$ cat config.mk
export PLATFORM = sky130hd
export DESIGN_NAME = tchsf_fifo
export DESIGN_NICKNAME = d
export VERILOG_FILES = /design/src/hdl/tchsf_fifo.sv
export SDC_FILE = /design/constraint.sdc
export NUM_CORES = 1
export LEC_CHECK = 0
export ABC_AREA = 0
export BUFFER_PORTS_ARGS = -buffer_cell sky130_fd_sc_hd__buf_2
export CORE_MARGIN = 1
export CORE_UTILIZATION = 46
export CTS_CLUSTER_DIAMETER = 120
export CTS_CLUSTER_SIZE = 30
export DETAILED_ROUTE_END_ITERATION = 10
export GPL_ROUTABILITY_DRIVEN = 1
export GPL_TIMING_DRIVEN = 1
export PLACE_DENSITY = 0.73
export SLEW_MARGIN = 30
export SYNTH_ARGS = -nofsm -noshare
export SYNTH_HDL_FRONTEND = slang
export SYNTH_SLANG_ARGS = --single-unit
$ cat constraint.sdc
create_clock -name clk_i -period 1.7 [get_ports clk_i]
set_input_delay 0.34 -clock clk_i [delete_from_list [all_inputs] [get_ports clk_i]]
set_output_delay 0.34 -clock clk_i [all_outputs]
set_load 0.02 [all_outputs]
$ cat src/hdl/tchsf_fifo.sv
// Small first-in first-out queue of words, used between the front and back and on the output.
// Storage is a register array written in clocked logic and read combinationally. Depends on nothing.
module tchsf_fifo #(
  parameter int WIDTH = 8,
  parameter int DEPTH = 2
) (
  input  logic             clk_i,
  input  logic             rst_ni,
  input  logic             push_i,
  input  logic [WIDTH-1:0] data_i,
  output logic             full_o,
  input  logic             pop_i,
  output logic [WIDTH-1:0] data_o,
  output logic             empty_o
);

  localparam int AW   = $clog2(DEPTH);
  localparam int CNTW = $clog2(DEPTH + 1);

  logic [WIDTH-1:0] mem_q [DEPTH];
  logic [AW-1:0]    wr_ptr_q, wr_ptr_d;
  logic [AW-1:0]    rd_ptr_q, rd_ptr_d;
  logic [CNTW-1:0]  count_q, count_d;
  logic             do_push, do_pop;

  assign full_o  = (count_q == CNTW'(DEPTH));
  assign empty_o = (count_q == '0);
  assign do_push = push_i & ~full_o;
  assign do_pop  = pop_i & ~empty_o;
  assign data_o  = mem_q[rd_ptr_q];

  always_comb begin
    wr_ptr_d = wr_ptr_q;
    rd_ptr_d = rd_ptr_q;
    count_d  = count_q;
    if (do_push) begin
      wr_ptr_d = (wr_ptr_q == AW'(DEPTH - 1)) ? '0 : wr_ptr_q + AW'(1);
    end
    if (do_pop) begin
      rd_ptr_d = (rd_ptr_q == AW'(DEPTH - 1)) ? '0 : rd_ptr_q + AW'(1);
    end
    if (do_push && !do_pop) begin
      count_d = count_q + CNTW'(1);
    end else if (do_pop && !do_push) begin
      count_d = count_q - CNTW'(1);
    end
  end

  always_ff @(posedge clk_i or negedge rst_ni) begin
    if (!rst_ni) begin
      wr_ptr_q <= '0;
      rd_ptr_q <= '0;
      count_q  <= '0;
    end else begin
      wr_ptr_q <= wr_ptr_d;
      rd_ptr_q <= rd_ptr_d;
      count_q  <= count_d;
    end
  end

  always_ff @(posedge clk_i) begin
    if (do_push) begin
      mem_q[wr_ptr_q] <= data_i;
    end
  end

endmodule

======== Yosys cells after proc, flatten, opt, wreduce, memory -nomap -nowiden ========
Memories as Yosys holds them, arrays and structs flattened.
Cells that the tools add are included.
operators by class
  add/subtract/negate cells ............... 4
  multipliers ............................. 0
  divide/modulo/power cells ............... 0
  order comparisons ....................... 0
  equal/unequal tests ..................... 1
  shift-type cells ........................ 0
  mux-type cells .......................... 6
  bitwise gates (word level) .............. 4
  reductions and logical operators ........ 6
operators by type and width
  cell                   number
  $mux W1                4
  $mux W2                2
  $add A1 B1 Y1 const B  2
  $add A2 B1 Y2 const B  1
  $and A1 B1 Y1          2
  $eq A2 B2 Y1 const B   1
  $logic_and A1 B1 Y1    2
  $logic_not A1 Y1       2
  $logic_not A2 Y1       1
  $not A1 Y1             2
  $reduce_bool A2 Y1     1
  $sub A2 B1 Y2 const B  1
storage, ports and cells
  bits in registers ....................... 4
  latch bits .............................. 0
  RAM bits ................................ 16
  memory bits (read-only) ................. 0
  input port bits ......................... 12
  output and inout bits ................... 10
  word-level logic and storage cells ...... 25
  memories ................................ 1
memories
  memory  depth  bits a word  read ports  clocked after memory_dff  write ports  RTL line  source
  mem_q   2      8            1           0                         1            20        logic [WIDTH-1:0] mem_q [DEPTH];

======== Depth between registers and ports, before layout ========
Gate-level depths: netlist of the first run.
  depth in word-level cells ............... 7
  gate-level depth with buffers ........... 7
  gate-level depth less buffers ........... 7

======== Least setup slack after synthesis of the first run ========
Ideal clock, no wire load.
  path type ............................... reg-to-reg
  start point ............................. register count_q[0]
  end point ............................... memory mem_q[0][0] (enable)
  setup time .............................. 370 ps
  arrival time ............................ 1,022 ps
  data required time ...................... 1,330 ps
  path slack .............................. 308 ps
  stages on the path, launching flop included .. 4
  clock period less this slack ............ 1,392 ps
  cells stage by stage .................... dfrtp_1 nand2b_1 nand2_2 nor2_1
between the ends
  cells in the longest elaborated chain, start to end .. 5
RTL lines
  item                           RTL line  source
  start, declared                23        logic [CNTW-1:0] count_q, count_d;
  start signal, assigned         57        count_q <= count_d;
  $eq A2 B2 Y1                   26        assign full_o = (count_q == CNTW'(DEPTH));
  $not A1 Y1                     28        assign do_push = push_i & ~full_o;
  $and A1 B1 Y1                  28
  $mux W1                        62        if (do_push) begin
  $mux W1 (implied by the code)  63        mem_q[wr_ptr_q] <= data_i;
  end, declared                  20
No other way between the ends.

======== Worst setup path in the final report of the first run ========
  start point ............................. register rd_ptr_q
  end point ............................... output data_o[1]
between the ends
  cells in the longest elaborated chain, start to end .. 1
RTL lines
  item                    RTL line  source
  start, declared         22        logic [AW-1:0] rd_ptr_q, rd_ptr_d;
  start signal, assigned  56        rd_ptr_q <= rd_ptr_d;
  $mem_v2 Z2 W8           n/a
  end, declared           13        output logic [WIDTH-1:0] data_o,
No other way between the ends.

==> results.json, run 1 <==
{
  "fin_hold_ws_ps": 228,
  "cts_max_level": 1,
  "num-nets-final": 84,
  "skew_ps": 4.68,
  "hold_path_class": "input pin to flip-flop",
  "rr_worst_depth": 6,
  "critPathMaxFanout": 9,
  "fin_total_pwr_mw": 1.61,
  "ir_worst_vdd_uv": 911,
  "core_um2": 1540,
  "max_freq_mhz": 607,
  "diodes": 0,
  "drt_iter0_drc": 7,
  "fin_crit_ps": 1650,
  "place_inst": 81,
  "synth_area_per_cell_um2": 17.8,
  "die_w_um": 43.2,
  "postSynthCellCount": 44,
  "r2r_start": "count_q[0]",
  "finalMaxSlewViolations": 0,
  "seq_area_frac_synth": 0.742,
  "dp_hpwl_um": 803,
  "tightestPinTransition_ps": 413,
  "clockRootBuffer": "clkbuf_4",
  "rsz0062_at_grt": "true",
  "numPortBuffers": 21,
  "wl_per_cell_um": 12.8,
  "track_usage": 0.126,
  "clk_path_buf_depth": 2,
  "vias": 430,
  "dr_wl_met3_um": 60,
  "cp.arrival_ps": 1310,
  "stdcell_area_um2": 947,
  "ioPinCount": 22,
  "drt_wl_total_um": 1100,
  "relSlewSlack": 0.725,
  "r2r_setup_slack_ps": 220,
  "cts_tree": "built",
  "hold_viol_final": 0,
  "synth-seq-cells": 20,
  "fillCellCount": 123,
  "wl_met2_um": 552,
  "multi_input_area_um2": 189,
  "worstSkewPairLatency_ps": 290,
  "fp.dieH_um": 43.2,
  "area_growth_pct": 21.1,
  "hp-start": "data_i[4]",
  "grt_pass1_vias": 396,
  "dr.max_layer_used": "met3",
  "worstHoldPathCells": 1,
  "antenna_found_initial": 0,
  "final_cell_count_no_fill": 86,
  "powerDensity_nw_per_um2": 1700,
  "met1_length_um": 489,
  "pre_cts_ws_ps": 233,
  "ant_nets": 0,
  "grt-ovfl-total": 0,
  "grt_pass1_wl_um": 1580,
  "rows": 14,
  "placed_area_um2": 910,
  "cp-end-kind": "output pin",
  "drtPass1Iterations": 4,
  "finalSetupViolCount": 0,
  "syn_area_um2": 782,
  "cp_data_required_time_ps": 1360,
  "start_util": 0.507,
  "status": "completed",
  "drc": 0,
  "clkSinkCount": 20,
  "path_class": "flip-flop to output pin",
  "regArea_um2": 582,
  "numCtsBuffers": 3,
  "synth.largest_area_cell": "edfxtp_1",
  "gp_congestion": 0.651,
  "ys_types": 15,
  "cap_viol_max_count": 0,
  "die_area_um2": 1870,
  "ys_top_cells_by_area": "edfxtp_1, dfrtp_1, mux2_1",
  "via_per_inst": 5.00,
  "period_share": 0.969,
  "yosys_warnings": 0,
  "synth_top_area_frac": 0.614,
  "drive_gt1_frac": 0.429,
  "clkTransAtPathRegs_ps": 110,
  "startpoint": "rd_ptr_q",
  "grt_max_degree": 12,
  "cellLeakagePower_nw": 0.398,
  "syn-num-nets": 57,
  "post-route-worst-setup-slack_ps": 52.3,
  "setup.worst_path.start_class": "flip-flop"
}
-- sequential cells by signal, summed over array words and instances (netlist names) --
signal    flops
wr_ptr_q      1
rd_ptr_q      1
mem_q        16
count_q       2
-- placed cells by master (no fill, tap or decap), types with 2 or more instances in the layout --
cell type and count:
edfxtp_1 16, dfrtp_1 3, clkbuf_4 3, inv_1 2, xnor2_1 2, xor2_1 2
nor2_1 3, mux2_1 6, mux2_2 2, buf_2 21
-- cells in the mapped netlist, drive strengths merged --
cell and instances:
and3 1, buf 1, dfrtp 4, edfxtp 16, ha 1, inv 2, mux2 8, nand2 1
nand2b 1, nor2 3, o21ai 1, xnor2 3, xor2 2
-- metrics by stage --
stage	setup TNS [ps]	util
2_1_floorplan	0	-
3_3_place_gp	0	0.590
3_5_place_dp	0	0.590
4_1_cts	0	0.614
5_1_grt	-50.2	0.614
6_report	0	0.614
-- worst paths after layout --
path	to
setup / recovery	data_o[1]
setup reg to reg	count_q[1]
min in group asynchronous	count_q[0]
hold / removal	mem_q[0][4]
hold reg to reg	wr_ptr_q
max in group asynchronous	rd_ptr_q
-- logic make-up after synthesis --
group / Yosys count / synth area share
flops: 20 / 0.742
mux: 8 / 0.115
simple gates: 6 / 0.0384
xor+xnor: 5 / 0.0656
buf+inv: 3 / 0.0160
compound gates: 1 / 0.00639
fa+ha+maj: 1 / 0.0160
-- timing repair --
action                                 in CTS  in global routing
gates resized for setup                     1                  0
setup endpoints to repair                   8                  6
endpoints found under the hold margin       4                  0
setup buffers                               0                  0
hold buffers                                1                  0
-- layer usage --
metal / GRT usage / up-vias
met3: 0.0383 / 0
met1: 0.143 / 205
met2: 0.206 / 14
met5: 0 / -
li1: - / 211
met4: 0.0727 / 0
-- critical path, stage by stage (launching register included) --
cell and delay [ps]:
dfrtp_2 500, mux2_1 360, buf_2 160
-- power breakdown --
part           leakage (nW)  internal, mW  switching (mW)  total (mW)
registers             0.194         0.687           0.102       0.789
clock network        0.0154        0.0853           0.133       0.219
logic                 0.188         0.265           0.335       0.600
total                 0.398          1.04           0.570        1.61
-- cell type report --
cell class              count  share of cell area
flip-flops and latches     20               0.614
multi-input cells          21               0.199
well taps                  16              0.0211
clock buffers               3              0.0238
repair buffers             23               0.129
inverters                   2             0.00793
clock inverters             1             0.00396
No activity file was read; power rests on OpenSTA's default activity.
==> run 2: changes to the inputs <==
Clock period 1.7 ns to 1.85 ns, I/O delays scaled along.
==> run 2 against run 1 <==
Compared with the run above: clock power decreased by 8%; final cell count stayed put; largest power group unchanged; non-clock buffer count did not move; hold slack improved by 24 ps; first-iteration DRC count rose by 86%; die area unchanged; setup slack improved by 110 ps; critical path depth did not move; cell area unchanged; core utilization stayed put; combinational power decreased by 8.3%; power is 7.9% lower.
==> results.json, run 2 (synthesis results as in run 1) <==
{
  "status": "completed",
  "top_regs": "mem_q x16, count_q x2",
  "fin_crit_ps": 1680,
  "clk_path_buf_depth": 2,
  "wl_per_cell_um": 12.6,
  "clkSinkCount": 20,
  "ir_worst_vdd_uv": 861,
  "start_util": 0.507,
  "finalMaxSlewViolations": 0,
  "cap_viol_max_count": 0,
  "track_usage": 0.134,
  "drive_gt1_frac": 0.429,
  "tightestPinTransition_ps": 383,
  "drt_iter0_drc": 13,
  "cp-end-kind": "output pin",
  "drc": 0,
  "grt_pass1_vias": 420,
  "powerDensity_nw_per_um2": 1560,
  "cts_max_level": 1,
  "grt_pass1_wl_um": 1700,
  "cp_num_buf_inv": 1,
  "critPathMaxFanout": 9,
  "hold_path_class": "input pin to flip-flop",
  "post_cts_buffers": 0,
  "grt_max_degree": 12,
  "grt-ovfl-total": 0,
  "relSlewSlack": 0.744,
  "fp.dieH_um": 43.2,
  "largest_reg_flops": 16,
  "drt_wl_total_um": 1090,
  "ioPinCount": 22,
  "cellLeakagePower_nw": 0.398,
  "vias": 420,
  "numPortBuffers": 21,
  "cp_top_family": "flip-flops",
  "fillCellCount": 119,
  "hold_viol_final": 0,
  "max_freq_mhz": 594,
  "final_cell_count_no_fill": 86,
  "final_cell_mix": "buf_2, edfxtp_1, mux2_1",
  "max_stage_delay_ps": 500,
  "ant_nets": 0,
  "clockRootBuffer": "clkbuf_4",
  "crit_chain": "mux2_1 -> buf_2",
  "core_um2": 1540,
  "rows": 14,
  "num-nets-final": 84,
  "dp_hpwl_um": 786,
  "clkTransAtPathRegs_ps": 100,
  "setup.worst_path.start_class": "flip-flop",
  "finalSetupViolCount": 0,
  "die_w_um": 43.2,
  "die_area_um2": 1870,
  "cp.arrival_ps": 1310,
  "skew_ps": 3.65,
  "worstSkewPairLatency_ps": 300,
  "numCtsBuffers": 3,
  "place_inst": 81,
  "tns_ps": 0,
  "area_growth_pct": 21.1,
  "antenna_found_initial": 0,
  "cp_data_required_time_ps": 1480,
  "via_per_inst": 4.88,
  "gp_congestion": 0.636,
  "final_common_cell": "buf_2",
  "period_share": 0.910,
  "top_register": "mem_q",
  "rsz0062_at_grt": "false",
  "diodes": 0,
  "path_class": "flip-flop to output pin",
  "cpMaxStageDelayCell": "dfrtp_2",
  "drtPass1Iterations": 3,
  "cts_tree": "built"
}
[run 2: cell counts in the layout (fill, tap and decap cells not counted)]
No cell type changed its count.
[run 2: timing repair]
action | 4_1_cts | 5_1_grt
resized for setup | 0 | 1
hold buffers | 1 | 0
endpoints found under the hold margin | 4 | 0
endpoints found under the setup margin | 0 | 7
[run 2: layout make-up]
class | instances | area [um2] | area share
clock buffers | 3 | 22.5 | 0.0238
clock inverters | 1 | 3.75 | 0.00396
inverters | 2 | 7.51 | 0.00793
multi-input cells | 21 | 189 | 0.199
flip-flops and latches | 20 | 582 | 0.614
well taps | 16 | 20.0 | 0.0211
repair buffers | 23 | 123 | 0.129
[run 2: routing by layer]
metal,global-route usage,vias to the layer above,share of wire
met2,0.239,15,0.50
met1,0.137,192,0.42
met3,0.0255,5,0.040
met4,0.0909,0,0.037
met5,0,-,0
li1,-,208,-
[run 2: where the power goes]
group	internal, mW	leakage, nW	switching, mW	total, mW
registers	0.631	0.194	0.0973	0.728
logic	0.243	0.188	0.307	0.550
clock network	0.0786	0.0154	0.123	0.202
total	0.953	0.398	0.528	1.48
[run 2: stage by stage]
step                hold slack [ps]  cell area, um2  utilization  setup WS [ps]  power (mW)
floorplan                      74.4             782            -            458        1.12
global placement                181             910        0.590            388        1.27
detailed placement              182             910        0.590            309        1.30
CTS                             242             946        0.614           12.6        1.51
global route                    239             947        0.614           95.0        1.57
finish                          252             947        0.614            166        1.48
[run 2: path summary, 6_finish.rpt]
path,from,slack (ps),end,cells past startpoint
setup / recovery,rd_ptr_q,170,data_o[1],2
hold / removal,data_i[4],250,mem_q[0][4],1
setup reg to reg,count_q[0],300,count_q[1],7
hold reg to reg,wr_ptr_q,530,wr_ptr_q,1
max in group asynchronous,rst_ni,1320,rd_ptr_q,2
min in group asynchronous,rst_ni,400,count_q[1],2
[run 2: worst reg2reg max path: stages, from the launching register on]
cell and delay [ps]:
dfrtp_1 460, nand2b_1 210, nand2_2 120, inv_1 50, ha_1 180, xor2_1 140, nor2_1 140, xor2_1 170
