<file path="src/hdl/tchsf_pkg.sv">
// Shared types, constants and tables of the tricubic hexahedron shape function block.
// Holds the node selection table, the cubic basis coefficients and the result word type.
// Depends on nothing.
package tchsf_pkg;

  localparam int FRAC_BITS_DEF = 16;
  localparam int COORD_W       = 18;
  localparam int NODE_COUNT    = 64;
  localparam int NODE_W        = 6;
  localparam int SHAPE_W       = 18;
  localparam int SHAPE_MAX     = 131071;
  localparam int SHAPE_MIN     = -131072;
  localparam int AXES          = 3;
  localparam int BASIS_N       = 4;
  localparam int BASIS_SHIFT   = 4;
  localparam int BASIS_DEPTH   = 2;
  localparam int RES_DEPTH     = 4;

  // Packed basis selection per node: x index + 4 * y index + 16 * z index.
  localparam logic [NODE_W-1:0] NODE_SEL [NODE_COUNT] = '{
    6'd0,  6'd3,  6'd15, 6'd12, 6'd48, 6'd51, 6'd63, 6'd60,
    6'd1,  6'd2,  6'd4,  6'd8,  6'd16, 6'd32, 6'd7,  6'd11,
    6'd19, 6'd35, 6'd14, 6'd13, 6'd31, 6'd47, 6'd28, 6'd44,
    6'd49, 6'd50, 6'd52, 6'd56, 6'd55, 6'd59, 6'd62, 6'd61,
    6'd5,  6'd9,  6'd10, 6'd6,  6'd17, 6'd18, 6'd34, 6'd33,
    6'd20, 6'd36, 6'd40, 6'd24, 6'd23, 6'd27, 6'd43, 6'd39,
    6'd30, 6'd29, 6'd45, 6'd46, 6'd53, 6'd54, 6'd58, 6'd57,
    6'd21, 6'd22, 6'd26, 6'd25, 6'd37, 6'd38, 6'd42, 6'd41
  };

  // Coefficients of 1, t, t^2 and t^3 for each cubic basis polynomial, times 16.
  localparam int BASIS_COEF [BASIS_N][4] = '{
    '{ -1,   1,  9,  -9 },
    '{  9, -27, -9,  27 },
    '{  9,  27, -9, -27 },
    '{ -1,  -1,  9,   9 }
  };

  typedef struct packed {
    logic [NODE_W-1:0]         node_number;
    logic signed [SHAPE_W-1:0] shape_value;
    logic                      last_node;
  } res_t;

endpackage

</file>
<file path="src/hdl/tchsf_back.sv">
// Back part: walks the 64 nodes of one basis set and forms each triple product with rounding.
// Four-stage multiply pipeline with one stall for all stages. Depends on tchsf_pkg.
module tchsf_back #(
  parameter int FRAC_BITS = tchsf_pkg::FRAC_BITS_DEF
) (
  input  logic                  clk_i,
  input  logic                  rst_ni,
  input  logic [tchsf_pkg::AXES*tchsf_pkg::BASIS_N*(FRAC_BITS+2)-1:0] basis_i,
  input  logic                  basis_empty_i,
  output logic                  basis_pop_o,
  output logic                  res_push_o,
  output tchsf_pkg::res_t       res_o,
  input  logic                  res_full_i
);

  localparam int TW  = FRAC_BITS + 2;
  localparam int PW  = 2 * TW;
  localparam int XW  = (TW > tchsf_pkg::SHAPE_W) ? TW : tchsf_pkg::SHAPE_W;
  localparam int NW  = tchsf_pkg::NODE_W;
  localparam int BN  = tchsf_pkg::BASIS_N;
  localparam int NST = 4;
  localparam logic signed [PW-1:0] HALF_P = PW'(64'sd1 <<< (FRAC_BITS - 1));
  localparam logic signed [XW-1:0] SMAX_X = XW'(tchsf_pkg::SHAPE_MAX);
  localparam logic signed [XW-1:0] SMIN_X = XW'(tchsf_pkg::SHAPE_MIN);

  function automatic logic signed [TW-1:0] round_p(input logic signed [PW-1:0] v);
    logic signed [PW-1:0] r;
    r = v + HALF_P - PW'(v[PW-1]);
    return TW'(r >>> FRAC_BITS);
  endfunction

  logic [NST-1:0] v_q, v_d;
  logic           en, issue, node_last;
  logic [NW-1:0]  node_q, node_d, sel;

  logic signed [TW-1:0] lx_arr [BN];
  logic signed [TW-1:0] ly_arr [BN];
  logic signed [TW-1:0] lz_arr [BN];

  logic signed [PW-1:0] s1_prod_q;
  logic signed [TW-1:0] s1_lz_q;
  logic [NW-1:0]        s1_node_q;
  logic                 s1_last_q;
  logic signed [TW-1:0] s2_p_q;
  logic signed [TW-1:0] s2_lz_q;
  logic [NW-1:0]        s2_node_q;
  logic                 s2_last_q;
  logic signed [PW-1:0] s3_prod_q;
  logic [NW-1:0]        s3_node_q;
  logic                 s3_last_q;
  tchsf_pkg::res_t      res_d, res_q;

  always_comb begin
    for (int i = 0; i < BN; i++) begin
      lx_arr[i] = basis_i[(0*BN+i)*TW +: TW];
      ly_arr[i] = basis_i[(1*BN+i)*TW +: TW];
      lz_arr[i] = basis_i[(2*BN+i)*TW +: TW];
    end
  end

  assign en          = ~v_q[NST-1] | ~res_full_i;
  assign issue       = en & ~basis_empty_i;
  assign node_last   = (node_q == NW'(tchsf_pkg::NODE_COUNT - 1));
  assign basis_pop_o = issue & node_last;
  assign res_push_o  = v_q[NST-1] & ~res_full_i;
  assign res_o       = res_q;
  assign sel         = tchsf_pkg::NODE_SEL[node_q];
  assign v_d         = {v_q[NST-2:0], issue};
  assign node_d      = issue ? (node_last ? '0 : node_q + NW'(1)) : node_q;

  always_comb begin
    logic signed [XW-1:0] vx;
    vx = XW'(round_p(s3_prod_q));
    if (vx > SMAX_X) begin
      vx = SMAX_X;
    end else if (vx < SMIN_X) begin
      vx = SMIN_X;
    end
    res_d.node_number = s3_node_q;
    res_d.shape_value = tchsf_pkg::SHAPE_W'(vx);
    res_d.last_node   = s3_last_q;
  end

  always_ff @(posedge clk_i or negedge rst_ni) begin
    if (!rst_ni) begin
      v_q    <= '0;
      node_q <= '0;
    end else begin
      node_q <= node_d;
      if (en) begin
        v_q <= v_d;
      end
    end
  end

  always_ff @(posedge clk_i) begin
    if (en) begin
      s1_prod_q <= lx_arr[sel[1:0]] * ly_arr[sel[3:2]];
      s1_lz_q   <= lz_arr[sel[5:4]];
      s1_node_q <= node_q;
      s1_last_q <= node_last;
      s2_p_q    <= round_p(s1_prod_q);
      s2_lz_q   <= s1_lz_q;
      s2_node_q <= s1_node_q;
      s2_last_q <= s1_last_q;
      s3_prod_q <= s2_p_q * s2_lz_q;
      s3_node_q <= s2_node_q;
      s3_last_q <= s2_last_q;
      res_q     <= res_d;
    end
  end

endmodule

</file>
<file path="config.mk">
export PLATFORM = sky130hd
export DESIGN_NAME = tchsf_back
export DESIGN_NICKNAME = d
export VERILOG_FILES = /design/src/hdl/tchsf_pkg.sv /design/src/hdl/tchsf_back.sv
export SDC_FILE = /design/constraint.sdc
export NUM_CORES = 2
export LEC_CHECK = 0
export BUFFER_PORTS_ARGS = -buffer_cell sky130_fd_sc_hd__buf_4
export CAP_MARGIN = 15
export CORE_ASPECT_RATIO = 1.5
export CORE_MARGIN = 5
export CORE_UTILIZATION = 41
export CTS_CLUSTER_DIAMETER = 30
export DETAILED_ROUTE_END_ITERATION = 10
export SYNTH_ARGS = -nofsm -noshare
export SYNTH_HDL_FRONTEND = slang
export SYNTH_SLANG_ARGS = --single-unit
</file>
<file path="constraint.sdc">
create_clock -name clk_i -period 7.9 [get_ports clk_i]
set_clock_uncertainty 0.2 [all_clocks]
set_input_delay 1.58 -clock clk_i [delete_from_list [all_inputs] [get_ports clk_i]]
set_output_delay 1.58 -clock clk_i [all_outputs]
set_load 0.1 [all_outputs]
</file>
-- Word-level counts from Yosys, hierarchy flattened
Memories as Yosys holds them, arrays and structs flattened.
Index checks and enable logic that the tools add are counted.
- output and inout port bits: 27
- memories: 1
- ROM bits: 384
- bits in registers: 182
- word-level logic and storage cells: 55
- memories (memory ; words ; width ; read ports ; clocked after Yosys merged registers in ; write ports ; line ; RTL):
    (no name shown) ; 64 ; 6 ; 1 ; 0 ; 0 ; tchsf_back.sv:67 ; assign sel = tchsf_pkg::NODE_SEL[node_q];
- eq/ne operators: 1
- magnitude comparators: 6
- add/sub/neg operators: 5
- muxes and demuxes: 13
- multipliers: 2
- bitwise logic cells: 11
- operators with widths (operator ; number):
    2-to-1 mux 18 bit ; 7
    binary-select mux 18 bit (select 2 bit) ; 3
    multiplier 18 x 18 -> 36 bit ; 2
    adder 34 x 16 -> 34 bit, second input constant ; 2
    subtractor 34 x 1 -> 34 bit ; 2
    > comparator 18 bit, second input constant ; 1
    less-than comparator 18 bit, second input constant ; 1
    2-to-1 mux 6 bit ; 3
    >= comparator 3 bit, second input constant ; 3
    inverter 2 -> 3 bit ; 3
    >= comparator 7 bit, second input constant ; 1
    inverter 6 -> 7 bit ; 1
    adder 6 x 1 -> 6 bit, second input constant ; 1
    equality test 6 bit, second input constant ; 1
    bitwise AND 1 bit ; 3
    inverter 1 bit ; 3
    OR 1 bit ; 1

-- Depth between registers and ports, before layout
- word-level depth: 9
- depth in mapped cells: 38
- mapped depth without buffers: 33

-- Worst setup path after synthesis
No wires, ideal clock.
- kind: register -> register
- start: reg node_q[1]
- end: reg s1_prod_q[35], data pin
- cell stages (with the launch flop): 34
- required time: 7440 ps
- arrival time: 7915 ps
- library setup time: 260 ps
- setup slack: -475 ps
- clock period less this slack: 8375 ps
- cell sequence: dfrtp_1 buf_2 inv_1 ha_1 clkbuf_1 nor2_1 a311o_1 o21ai_1 o21a_1 buf_6 mux2_2 a21oi_2 buf_4 nor2_1 fa_1 inv_1 fa_1 fa_1 inv_1 fa_1 fa_1 inv_1 fa_1 inv_1 ha_1 and4_4 and4_4 o311ai_4 a21boi_4 a41oi_4 o311ai_2 a31o_1 a21oi_2 xnor2_1
- cells in the longest elaborated chain, start to end: 9
- elaborated cells between the ends (all ways): 13
- those cells by class: mul: 1; mux: 8; bitwise: 3; memory: 1
- ends and longest elaborated chain (item ; line ; RTL):
    start, declared ; tchsf_back.sv:34 ; logic [NW-1:0] node_q, node_d, sel;
    start signal, assigned ; tchsf_back.sv:89 ; node_q <= node_d;
    inverter 6 -> 7 bit (not written as such) * ; tchsf_back.sv:67 ;
    memory read (64 x 6 bit) * ; - ;
    2-to-1 mux 6 bit (not written as such) * (2 in a row) ; tchsf_back.sv:67 ;
    inverter 2 -> 3 bit (not written as such) ; tchsf_back.sv:98 ; s1_prod_q <= lx_arr[sel[1:0]] * ly_arr[sel[3:2]];
    binary-select mux 18 bit (select 2 bit) ; tchsf_back.sv:98 ;
    2-to-1 mux 18 bit (not written as such) (2 in a row) ; tchsf_back.sv:98 ;
    multiplier 18 x 18 -> 36 bit * ; tchsf_back.sv:98 ;
    end signal, assigned ; tchsf_back.sv:98 ;
    end, declared ; tchsf_back.sv:40 ; logic signed [PW-1:0] s1_prod_q;
Every way passes the cells marked *; elsewhere a longest branch is shown, timed or not. The select of a mux whose other input is x is not followed.
A chain may end at the register's enable or synchronous reset.

-- Final worst setup path
Same ends and word-level chain as after synthesis.

==> impl_results.md <==
* GPL Wtd Cong at 0.995
* Achievable frequency at 0.126 GHz
* CTS clk-pin slew, worst paths at 90 ps
* Pin count of the biggest net entering global routing at 174
* Multiplexer share of the synthesized area at 4.24%
* Critical Path RT at 7930 ps
* Average size of a mapped cell at 9.76 um^2
* Final Setup Violations at 1
* Fin area at 0.0422 mm^2
* Starting Density at 41.2%
* Drt via density at 5.00
* Global route total overflow at 0
* # rows at 130
* #FFs+latches synth at 180
* Worst Hold Class: flop to flop
* Slew HR at 31.9%
* Netlist cell types at 86
* Initial antenna violation count at 0
* CP most frequent cell: fa_1
* Synth Area in XOR/XNOR at 2.75%
* Clock sink count at 180
* Root Buffer: clkbuf_16
* Worst-skew pair later-pin latency at 480 ps
* CTS H-tree depth at 4
* Yosys warns at 0
* Adder-cell share of the synthesized area at 47.8%
* Hold Worst Slack at 209 ps
* Mean routed wirelength per cell at 18.6 um
* Max-slew violations at 0
* Fin crit period at 7930 ps
* Placed Area at 0.0396 mm^2
* Slew at the pin closest to its max-slew limit at 1020 ps
* Final worst setup slack at -26.9 ps
* Final nets at 5201
* Post-synthesis simple-gate area fraction at 12.0%
* Tcrit/Tclk final at 100%
* Synthesized cell area at 0.0344 mm^2
* Post-synthesis cell count at 3521
* PortBufs at 246
* CP max FO at 6
* FILL cells at 7670
* Combinational family with the most area after synthesis: adder cells
* Multi-input gate area at 0.0265 mm^2
* # hold bufs at CTS at 0
* Sequential standard cell area at 0.00536 mm^2
* Syn Nets at 4659
* Compound-Gate Fraction of Synth Area at 7.27%
* CP endpoint kind: flop
* Chip Width at 246 um
* I/O pin total at 247
* Synth Flop Type: edfxtp_1
* Startpoint types: flop
* Detail Placement HPWL at 81300 um
* Slowest stage delay, CP at 690 ps
* FFs w/ async S/R, synth at 5.56%
* Vias in the first global route at 28169
* Global-route wire length before repair at 151000 um
* Number of hold violations in the final report at 0
* First drt pass iteration count at 7
* Die ar. at 0.0898 mm^2
* DP Worst Slack at -433 ps
* ANT cells at 0
* Die Ht at 365 um
* CP Class: flop to flop
* Violated checks: setup timing
* Post-synth EDFFs at 170
* Seq/Total Area, Yosys at 15.6%
* TritonCTS clock tree: done
* 1st-iter DRT viols at 979
* Inserted Clock Buffers at 17
* Area Overhead vs Synth at 22.7%
* Post-route DRC violation count at 0
* Status: finished, violations left
* GR Util All Layers at 21.7%
* Max-cap viol count at 0
* Worst Path Arrival at 7960 ps
* Slowest CP cell: fa_2
* Final ANT Viol Nets at 0
* RSZ-0062 raised after global routing: yes
* Final core occ at 50.5%
* Vias post-DR at 26006
* CTS Buffer Depth at 2
* Core area at 0.0834 mm^2
* Routed Wire Length at 96800 um
* Share of cells above drive strength 1 at 23.3%
[synthesized netlist by cell type (11+ instances only)]
cell type / number / area, um^2
o21ai_0: 58 / 290
nand2b_1: 36 / 225
nand2_1: 383 / 1440
nand4_1: 11 / 68.8
ha_1: 260 / 3250
nand3_1: 19 / 95.1
and2_1: 116 / 726
a21o_1: 40 / 300
mux2i_4: 11 / 248
nor2_1: 268 / 1010
inv_1: 777 / 2920
buf_4: 12 / 90.1
mux2i_1: 79 / 791
nor2b_1: 35 / 219
clkbuf_1: 80 / 300
fa_1: 658 / 13200
xor2_1: 24 / 210
buf_6: 11 / 124
buf_2: 13 / 65.1
xnor2_1: 84 / 736
edfxtp_1: 170 / 5100
o21ai_1: 12 / 60.1
o21bai_1: 11 / 82.6
a21oi_1: 105 / 526
o21a_1: 14 / 105
nor3_1: 19 / 95.1
mux2_2: 24 / 270
a211oi_1: 28 / 210
[final cells by class]
| type | count | share of cell area (%) |
|---|---|---|
| Clock inverter | 15 | 0.406 |
| Inverter | 784 | 6.98 |
| Timing Repair Buffer | 642 | 12.8 |
| Clock buffer | 17 | 1.01 |
| Tap cell | 1122 | 3.33 |
| Sequential cell | 180 | 12.7 |
| Multi-Input combinational cell | 2438 | 62.8 |
[cell usage in the layout (no fill, tap or decap), types with 29 or more instances in the layout]
cell and n:
o21ai_0 46, mux2i_1 48, a21oi_1 87, xnor2_1 84
and2_1 116, nor2_1 232, edfxtp_1 170, nor2_2 29
inv_2 31, fa_1 636, ha_1 246, buf_4 564
a21o_1 40, nand2b_1 36, buf_6 44, inv_1 752
nor2b_1 35, nand2_1 371
[kinds of logic (layout without fill, tap and decap cells)]
family	Yosys count	in the layout
buffers and inverters	903	1458
adder cells (fa/ha/maj)	919	919
XOR/XNOR	108	108
AND/OR/NAND/NOR	924	924
AO/OA/AOI/OAI	366	366
multiplexers	121	121
flip-flops	180	180
[worst max-delay path, delay by kind of cell (launching register included)]
family,cells,cell delay [ps]
simple gates,3,510
flops,1,410
buf+inv,8,710
fa+ha+maj,8,3610
xor+xnor,1,110
compound gates,11,1800
mux,1,310
[final timing paths]
kind,startpoint,endpoint,slack (ps),depth (start not counted)
setup / recovery,node_q[1],s1_prod_q[35],-30,32
hold / removal,s2_node_q[5],s3_node_q[5],210,0
setup reg to reg,node_q[1],s1_prod_q[35],-30,32
hold reg to reg,s2_node_q[5],s3_node_q[5],210,0
max in group asynchronous,rst_ni,node_q[4],6620,1
min in group asynchronous,rst_ni,node_q[2],710,1
[timing repair]
action,in CTS,in global routing
cloned,4,0
pin swaps,41,100
endpoints found under the setup margin,16,19
gates resized for setup,110,198
setup buffers,51,45
[flip-flops by register name, indices dropped and copies added (netlist names)]
name and cells:
s1_node_q 6, res_o 25, s3_node_q 6, s2_p_q 18, v_q 4, s2_last_q 1, s1_last_q 1, s1_prod_q 35
node_q 6, s2_node_q 6, s1_lz_q 18, s3_prod_q 35, s3_last_q 1, s2_lz_q 18
[metal layers]
layer / vias to the layer above / GRT usage [%] / wire length (um)
met3: 288 / 2.47 / 3610
met1: 13030 / 21.7 / 32300
met2: 701 / 41.9 / 53200
met5: - / 0 / 0
li1: 11987 / - / -
met4: 0 / 14.2 / 7740
[through the flow]
| step | TNS [ps] | instances |
|---|---|---|
| floorplan | -94.0 | 3521 |
| global placement | -2870 | 5071 |
| detailed placement | -3670 | 5071 |
| CTS | -125 | 5158 |
| global route | -1770 | 5198 |
| finish | -26.9 | 5198 |
Power is not shown: default switching activity piles up to over one toggle a cycle in this logic, so the estimate is an artifact.
